==> src/hw/rtl/gpio_command_port_controller_top_defines.svh <==
// ----------------------------------------------------------------------------
// GPIO command port controller assertion macros
// Shared concurrent assertion forms, clocked on clk_i, quiet during reset.
// ----------------------------------------------------------------------------
`ifndef GPIO_COMMAND_PORT_CONTROLLER_TOP_DEFINES_SVH
`define GPIO_COMMAND_PORT_CONTROLLER_TOP_DEFINES_SVH

// Same-cycle implication.
`define GCP_ASSERT_NOW(lbl, ante, cons) \
  lbl: assert property (@(posedge clk_i) disable iff (!rst_ni) (ante) |-> (cons)) \
    else $error("gcp assertion failed");

// Next-cycle implication.
`define GCP_ASSERT_NEXT(lbl, ante, cons) \
  lbl: assert property (@(posedge clk_i) disable iff (!rst_ni) (ante) |=> (cons)) \
    else $error("gcp assertion failed");

`endif

==> src/hw/rtl/gcp_pkg.sv <==
// ----------------------------------------------------------------------------
// GPIO command port controller package
// Item types, command codes and the logical pin to port bit mapping.
// ----------------------------------------------------------------------------
package gcp_pkg;

  localparam int unsigned VecW     = 24;
  localparam int unsigned PinNumW  = 8;
  localparam int unsigned BitIdxW  = 5;
  localparam int unsigned PinCount = 20;

  typedef enum logic [2:0] {
    CMD_WHOLE_SET  = 3'd0,
    CMD_WHOLE_GET  = 3'd1,
    CMD_MODE_SET   = 3'd2,
    CMD_PIN_SET    = 3'd3,
    CMD_PIN_GET    = 3'd4,
    CMD_MASKED_SET = 3'd5,
    CMD_PINS_GET   = 3'd6,
    CMD_OTHER      = 3'd7
  } cmd_e;

  typedef struct packed {
    logic [2:0]         command;
    logic               pull_up_enable;
    logic [VecW-1:0]    direction_bits;
    logic [VecW-1:0]    drive_mode_bits;
    logic [VecW-1:0]    level_bits;
    logic [VecW-1:0]    write_mask;
    logic [PinNumW-1:0] pin_number;
    logic               pin_is_output;
    logic               pin_push_pull;
    logic               pin_level;
    logic [VecW-1:0]    pad_levels;
  } gcp_in_t;

  typedef struct packed {
    logic            pull_up_state;
    logic [VecW-1:0] direction_state;
    logic [VecW-1:0] drive_mode_state;
    logic [VecW-1:0] read_levels;
    logic            pin_read_value;
    logic [VecW-1:0] latch_state;
  } gcp_out_t;

  // Port bit of a logical pin: pins 0-3 on port2, 4-11 on port1, 12-19 on port0.
  function automatic logic [BitIdxW-1:0] pin_bit(input logic [PinNumW-1:0] pin);
    logic [PinNumW-1:0] b;
    begin
      if (pin < 8'd4) begin
        b = pin + 8'd16;
      end else if (pin < 8'd12) begin
        b = pin + 8'd4;
      end else if (pin < 8'd20) begin
        b = pin - 8'd12;
      end else begin
        b = pin & 8'd23;
      end
      return b[BitIdxW-1:0];
    end
  endfunction

  function automatic logic pin_valid(input logic [PinNumW-1:0] pin);
    return (pin < PinNumW'(PinCount)) && (pin < PinNumW'(VecW));
  endfunction

  // Port bits that carry a logical pin.
  function automatic logic [VecW-1:0] valid_bits();
    logic [VecW-1:0] v;
    begin
      v = '0;
      for (int p = 0; p < VecW; p++) begin
        if (p < PinCount) begin
          v[pin_bit(PinNumW'(p))] = 1'b1;
        end
      end
      return v;
    end
  endfunction

  localparam logic [VecW-1:0] PinBitsValid = valid_bits();

endpackage

==> src/hw/rtl/gcp_in_if.sv <==
// ----------------------------------------------------------------------------
// GPIO command item channel
// Valid/ready channel carrying one command item.
// ----------------------------------------------------------------------------
interface gcp_in_if;
  logic            valid;
  logic            ready;
  gcp_pkg::gcp_in_t data;

  modport source (output valid, output data, input ready);
  modport sink (input valid, input data, output ready);
endinterface

==> src/hw/rtl/gcp_out_if.sv <==
// ----------------------------------------------------------------------------
// GPIO result item channel
// Valid/ready channel carrying one result item.
// ----------------------------------------------------------------------------
interface gcp_out_if;
  logic             valid;
  logic             ready;
  gcp_pkg::gcp_out_t data;

  modport source (output valid, output data, input ready);
  modport sink (input valid, input data, output ready);
endinterface

==> src/hw/rtl/gpio_command_port_controller_top.sv <==
// ----------------------------------------------------------------------------
// GPIO command port controller
// Command-driven controller for 20 logical pins on three 8-bit ports.
// ----------------------------------------------------------------------------
// Usage:
//   in_i  : command items (whole set/get, mode set, pin set/get, masked set,
//           pins get). One item in, exactly one result item out.
//   out_o : result items with the pin state after the command plus the pad
//           levels read by the command.
//   Latency: a result is valid the cycle after its item is accepted.
//   Throughput: one item per cycle; the single result register is refilled
//   in the same cycle its item is taken, so ready stays high while the
//   receiver keeps taking results.
//   Stall: while a result waits and out_o.ready is low, in_i.ready drops and
//   the result register and pin state hold.
//   Reset: latch all ones, all pins inputs, push-pull cleared, pull-ups on,
//   no result pending. No clearing pass; items are taken right after reset.
//   Timing: one 24-bit mask update and a small pin-number decode sit
//   between the state registers and the result register.
// ----------------------------------------------------------------------------
`include "gpio_command_port_controller_top_defines.svh"

module gpio_command_port_controller_top (
  input  logic       clk_i,
  input  logic       rst_ni,
  gcp_in_if.sink     in_i,
  gcp_out_if.source  out_o
);

  localparam logic [gcp_pkg::VecW-1:0] AllOnes = '1;

  // Pin state
  logic [gcp_pkg::VecW-1:0] latch_q, latch_d;
  logic [gcp_pkg::VecW-1:0] dir_q, dir_d;
  logic [gcp_pkg::VecW-1:0] pp_q, pp_d;
  logic                     pu_q, pu_d;

  // Result register
  gcp_pkg::gcp_out_t        res_q, res_d;
  logic                     res_valid_q;

  logic                     accept;
  logic [gcp_pkg::BitIdxW-1:0] sel_bit;
  logic                     sel_ok;
  logic [gcp_pkg::VecW-1:0] sel_m;
  logic [gcp_pkg::VecW-1:0] msk;
  logic [gcp_pkg::VecW-1:0] rd;
  logic                     prd;

  // Result register frees up in the cycle its content is taken.
  assign in_i.ready = !res_valid_q || out_o.ready;
  assign accept     = in_i.valid && in_i.ready;

  assign sel_bit = gcp_pkg::pin_bit(in_i.data.pin_number);
  assign sel_ok  = gcp_pkg::pin_valid(in_i.data.pin_number);
  assign sel_m   = gcp_pkg::VecW'(1) << sel_bit;
  // Only mask bits that carry a logical pin act in a masked set.
  assign msk     = in_i.data.write_mask & gcp_pkg::PinBitsValid;

  always_comb begin
    latch_d = latch_q;
    dir_d   = dir_q;
    pp_d    = pp_q;
    pu_d    = pu_q;
    rd      = '0;
    prd     = 1'b0;
    case (gcp_pkg::cmd_e'(in_i.data.command))
      gcp_pkg::CMD_WHOLE_SET: begin
        pu_d    = in_i.data.pull_up_enable;
        dir_d   = in_i.data.direction_bits;
        pp_d    = in_i.data.drive_mode_bits & in_i.data.direction_bits;
        latch_d = in_i.data.level_bits | ~in_i.data.direction_bits;
        rd      = in_i.data.pad_levels;
      end
      gcp_pkg::CMD_WHOLE_GET, gcp_pkg::CMD_PINS_GET: begin
        rd = in_i.data.pad_levels;
      end
      gcp_pkg::CMD_MODE_SET: begin
        if (sel_ok) begin
          dir_d = in_i.data.pin_is_output ? (dir_q | sel_m) : (dir_q & ~sel_m);
          pp_d  = (in_i.data.pin_is_output && in_i.data.pin_push_pull) ?
                  (pp_q | sel_m) : (pp_q & ~sel_m);
          // Inputs hold their latch bit at 1.
          latch_d = (in_i.data.pin_is_output && !in_i.data.pin_level) ?
                    (latch_q & ~sel_m) : (latch_q | sel_m);
        end
      end
      gcp_pkg::CMD_PIN_SET: begin
        if (sel_ok) begin
          latch_d = (((dir_q & sel_m) != '0) && !in_i.data.pin_level) ?
                    (latch_q & ~sel_m) : (latch_q | sel_m);
        end
      end
      gcp_pkg::CMD_PIN_GET: begin
        if (sel_ok) begin
          prd = in_i.data.pad_levels[sel_bit];
        end
      end
      gcp_pkg::CMD_MASKED_SET: begin
        latch_d = (latch_q & ~msk) | (msk & (~dir_q | in_i.data.level_bits));
        rd      = in_i.data.pad_levels;
      end
      default: begin
      end
    endcase
  end

  always_comb begin
    res_d.pull_up_state    = pu_d;
    res_d.direction_state  = dir_d;
    res_d.drive_mode_state = pp_d;
    res_d.read_levels      = rd;
    res_d.pin_read_value   = prd;
    res_d.latch_state      = latch_d;
  end

  always_ff @(posedge clk_i or negedge rst_ni) begin
    if (!rst_ni) begin
      latch_q     <= AllOnes;
      dir_q       <= '0;
      pp_q        <= '0;
      pu_q        <= 1'b1;
      res_valid_q <= 1'b0;
    end else begin
      if (accept) begin
        latch_q     <= latch_d;
        dir_q       <= dir_d;
        pp_q        <= pp_d;
        pu_q        <= pu_d;
        res_valid_q <= 1'b1;
      end else if (out_o.ready) begin
        res_valid_q <= 1'b0;
      end
    end
  end

  always_ff @(posedge clk_i) begin
    if (accept) begin
      res_q <= res_d;
    end
  end

  assign out_o.valid = res_valid_q;
  assign out_o.data  = res_q;

  // Input pins always hold a latched 1.
  `GCP_ASSERT_NOW(a_input_latch_high, 1'b1, (latch_q | dir_q) == AllOnes)
  // Push-pull only on outputs.
  `GCP_ASSERT_NOW(a_pp_on_outputs, 1'b1, (pp_q & ~dir_q) == '0)
  // A pending result reports the live pin state.
  `GCP_ASSERT_NOW(a_result_tracks_state, res_valid_q,
                  (res_q.latch_state == latch_q) && (res_q.direction_state == dir_q))
  // A pin read and a port read never come from one command.
  `GCP_ASSERT_NOW(a_single_read_kind, res_valid_q && res_q.pin_read_value,
                  res_q.read_levels == '0)
  // Without an accepted item the pin state holds.
  `GCP_ASSERT_NEXT(a_state_holds, !accept, $stable(latch_q) && $stable(dir_q))

endmodule

==> src/flat_wrapper.sv <==
// flat-port wrapper written by rule: the top's interface ports become plain ports
module gpio_command_port_controller_top_flat 
  (clk_i, rst_ni, in_i_valid, in_i_data, in_i_ready, out_o_valid, out_o_data, out_o_ready);
  gcp_in_if in_i_i ();
  gcp_out_if out_o_i ();
  input  logic clk_i;
  input  logic rst_ni;
  input wire logic [$bits(in_i_i.valid)-1:0] in_i_valid;
  input wire logic [$bits(in_i_i.data)-1:0] in_i_data;
  output wire logic [$bits(in_i_i.ready)-1:0] in_i_ready;
  output wire logic [$bits(out_o_i.valid)-1:0] out_o_valid;
  output wire logic [$bits(out_o_i.data)-1:0] out_o_data;
  input wire logic [$bits(out_o_i.ready)-1:0] out_o_ready;
  assign in_i_i.valid = in_i_valid;
  assign in_i_i.data = in_i_data;
  assign in_i_ready = in_i_i.ready;
  assign out_o_valid = out_o_i.valid;
  assign out_o_data = out_o_i.data;
  assign out_o_i.ready = out_o_ready;
  gpio_command_port_controller_top u_core (.clk_i(clk_i), .rst_ni(rst_ni), .in_i(in_i_i), .out_o(out_o_i));
endmodule
==> config.mk <==
export PLATFORM = sky130hd
export DESIGN_NAME = gpio_command_port_controller_top_flat
export DESIGN_NICKNAME = d
export VERILOG_FILES = /design/src/hw/rtl/gcp_pkg.sv /design/src/hw/rtl/gcp_in_if.sv /design/src/hw/rtl/gcp_out_if.sv /design/src/hw/rtl/gpio_command_port_controller_top.sv /design/src/flat_wrapper.sv
export VERILOG_INCLUDE_DIRS = /design/src /design/src/hw/rtl
export SDC_FILE = /design/constraint.sdc
export NUM_CORES = 1
export LEC_CHECK = 0
export BUFFER_PORTS_ARGS = -buffer_cell sky130_fd_sc_hd__buf_2
export CORE_ASPECT_RATIO = 0.75
export CORE_MARGIN = 2
export CORE_UTILIZATION = 55
export CTS_CLUSTER_SIZE = 25
export DETAILED_ROUTE_END_ITERATION = 7
export GPL_ROUTABILITY_DRIVEN = 1
export PLACE_DENSITY = 0.92
export SLEW_MARGIN = 20
export SYNTH_ARGS = -nofsm -noshare
export SYNTH_HDL_FRONTEND = slang
export SYNTH_SLANG_ARGS = --single-unit
==> constraint.sdc <==
create_clock -name clk_i -period 5 [get_ports clk_i]
set_clock_uncertainty 0.15 [all_clocks]
set_input_delay 0.25 -clock clk_i [delete_from_list [all_inputs] [get_ports clk_i]]
set_output_delay 0.25 -clock clk_i [all_outputs]
set_load 0.02 [all_outputs]
==> implementation parameters <==
Parameter                              Value

Clock network
  Count of clock tree sinks    roughly 170
  Clock H-tree levels    4
  Post-CTS setup-driven buffer insertion count    0
  Maximum buffer depth of the clock tree    2
  Clock-pin slew of the registers on the worst-case setup and hold paths    around 70 ps
  Clk_lat worst skew    450 ps
  CTS-repair resized insts    0
  Number of buffers created by CTS    17
  Clock tree from TritonCTS    built
  Clk Tree Root Cell    clkbuf_16

Die
  Die area    19400 um^2
  Chip Height    121 um
  Core area    17800 um^2
  Effective utilization at floorplan    a little under three fifths
  Width of the die    approximately 160 um
  Cell row count    42
  I/O pin count    between 200 and 250

Route
  TritonRoute pass-1 iters    8
  Final wirelength    36300 um
  Number of vias in the routed layout    10300
  Post-route DRC violation count    8
  Via density per instance    6.83
  Post-detailed-route count of antenna-violating nets    0
  DR WL/cell    about 24 um
  First DRT Iteration DRCs    1745

STA
  Aggregate negative setup slack    0 ps
  Actual transition at the worst max-transition pin    1090 ps
  Minimum clock period    3790 ps
  Top achievable clock speed    between 200 and 300 MHz
  Final-report hold violation count    0
  Final Max Slew Viols    0
  Slew headroom    27.3%
  Unrepaired setup endpoints after global routing    no
  Final period util    about three quarters
  Final setup violation count    0

GRT
  Overall overflow remaining after global route    0
  Pin count of the biggest net entering global routing    109
  Vias in the first global route    approximately 9600
  Overall fraction of global-route tracks in use    36.9%
  Wire length of the first global-routing pass    approximately 54000 um
  Initial antenna violation count    2

Power
  Register share of total power    45.6%
  Combinational share of power    24.9%
  Internal Power    0.00292 W
  Peak ir drop on the vdd network    0.242 mV
  Pwr per Cell Area    between 300 and 400 nW/um^2
  Switching power    0.00150 W
  Net switching fraction of the power    33.9%
  Static leakage    approximately 5.0 nW
  Share of total power in the clock network    29.6%

Setup path
  Worst setup SP type    primary input
  Endpoint type of the worst setup path    flop
  Worst Path Arrival    approximately 3800 ps
  CP max FO    27
  Worst setup path class    primary input to flop
  WP data required    between 4000 and 5000 ps

Synthesis
  Dominant synthesized flop cell    edfxtp_1
  Register bit count reported by yosys    172
  Portion of the post-synthesis area used by sequential elements    between 40% and 50%
  Syn_area_per_cell    9.69 um^2
  Async set or reset register ratio after synthesis    43.0%
  Number of synthesized flops with an enable pin    a little under 100
  Gate count after technology mapping    1036
  Total number of yosys warnings    0
  Net count after synthesis    1177
  Post-synthesis cell area    10000 um^2
  Unique masters post-synth    75

Worst hold path
  Worst hold path class    primary input to flop

Run status
  Violated checks    DRC
  Result of the run    complete, but fails checks

Job
  Max capacitance violation total    0

Placement
  Buffers on Ports    roughly 230
  Count of placed standard cells including taps    1450
  HPWL Detailed    24700 um
  Global placer's final weighted congestion    between 1 and 1.5

Layout
  Final net count    1396
  Most common cell after layout, fill and taps aside    buf_2
  Share of layout cells above drive strength 1    28.5%
  Final Non-Filler Cells    1512
  Layout-stage area growth over the synthesis result    21.3%
  Number of fill cells in the layout    1330
  End-of-flow core utilization    68.6%
  Most used cells in the layout excluding fill and tap cells    234 x buf_2, 153 x nand2_1, 98 x edfxtp_1, 92 x a21oi_1, 81 x nor2_1
what timing repair did:
action	4_1_cts	5_1_grt
hold endpoints to repair	50	0
setup endpoints to repair	0	0
hold buffers	28	0
through the flow:
stage / power [W] / hold slack [ps] / worst slack (ps) / area, um^2
3_5_place_dp: 0.00305 / 132 / 918 / 11300
4_1_cts: 0.00435 / 1.04 / 1360 / 12200
2_1_floorplan: 0.00267 / -196 / 302 / 10000
5_1_grt: 0.00456 / 11.7 / 981 / 12200
3_3_place_gp: 0.00300 / 136 / 952 / 11300
6_report: 0.00442 / 4.60 / 1210 / 12200
kinds of logic after synthesis:
kind of cell,after synthesis,share of synthesized area [%]
AO/OA/AOI/OAI,347,22.7
multiplexers,59,7.39
buffers and inverters,96,3.78
AND/OR/NAND/NOR,355,17.3
XOR/XNOR,5,0.436
adder cells (fa/ha/maj),2,0.249
flip-flops,172,48.1
layout make-up:
type | count | area, um^2 | share of cell area [%]
multi-input cells | 768 | 4840 | 39.8
well taps | 242 | 303 | 2.49
clock buffers | 17 | 425 | 3.49
repair buffers | 274 | 1550 | 12.8
diodes | 2 | 5.00 | 0.0411
inverters | 22 | 87.6 | 0.719
flip-flops and latches | 172 | 4830 | 39.6
clock inverters | 15 | 136 | 1.12
path summary, 6_finish.rpt:
check                            startpoint                    end  slack, ps  cells after the start
setup / recovery              in_i_data[29]  u_core.out_o.data[12]       1210                     10
hold / removal                in_i_data[97]  u_core.out_o.data[63]          5                      3
setup reg to reg           u_core.dir_q[18]   u_core.out_o.data[1]       1930                      6
hold reg to reg                 u_core.pu_q            u_core.pu_q        330                      2
max in group asynchronous            rst_ni         u_core.pp_q[2]       3380                      3
min in group asynchronous            rst_ni         u_core.pp_q[7]        180                      2
routing by layer:
layer / global-route usage [%] / vias to the layer above / wire length (um)
li1: - / 4371 / -
met1: 49.8 / 4842 / 13300
met2: 53.3 / 938 / 15400
met3: 12.4 / 178 / 5690
met4: 18.4 / 0 / 1910
met5: 0 / - / 0
power groups by stage:
stage | sequential [W] | combinational [W] | clock, W
2_1_floorplan | 0.00205 | 0.000619 | 0
3_3_place_gp | 0.00200 | 0.000999 | 0
3_5_place_dp | 0.00201 | 0.00104 | 0
4_1_cts | 0.00199 | 0.00106 | 0.00130
5_1_grt | 0.00203 | 0.00118 | 0.00136
6_report | 0.00201 | 0.00110 | 0.00131
cell usage after synthesis, types with 9 or more instances:
| library cell | number | area [um^2] |
|---|---|---|
| and2_1 | 27 | 169 |
| a31oi_1 | 49 | 307 |
| mux2i_1 | 28 | 280 |
| nand4_1 | 10 | 62.6 |
| o21ai_0 | 55 | 275 |
| inv_1 | 21 | 78.8 |
| nand3_1 | 15 | 75.1 |
| o31ai_1 | 12 | 90.1 |
| a21oi_1 | 92 | 460 |
| clkbuf_1 | 59 | 221 |
| dfrtp_1 | 49 | 1230 |
| nor2_1 | 82 | 308 |
| a32oi_1 | 24 | 210 |
| dfstp_2 | 25 | 657 |
| nand2_1 | 153 | 574 |
| nand2b_1 | 13 | 81.3 |
| edfxtp_1 | 98 | 2940 |
| a2bb2oi_1 | 9 | 78.8 |
| nand3b_1 | 13 | 97.6 |
| mux2_2 | 21 | 236 |
| mux4_2 | 10 | 225 |
| o22ai_1 | 39 | 244 |
sequential cells by signal (all words and copies together) (netlist names):
name,flops
u_core.pp_q,24
u_core.latch_q,24
u_core.dir_q,24
u_core.out_o.valid,1
u_core.pu_q,1
u_core.out_o.data,98
critical path, stage by stage:
cell	delay, ps
buf_2	170
inv_1	180
ha_1	410
xor2_1	220
o21ai_2	690
nand2_1	290
a2111oi_2	500
nor4_4	170
o21ai_4	660
a41oi_1	220
Note: power is estimated with default switching activity, not from simulation.
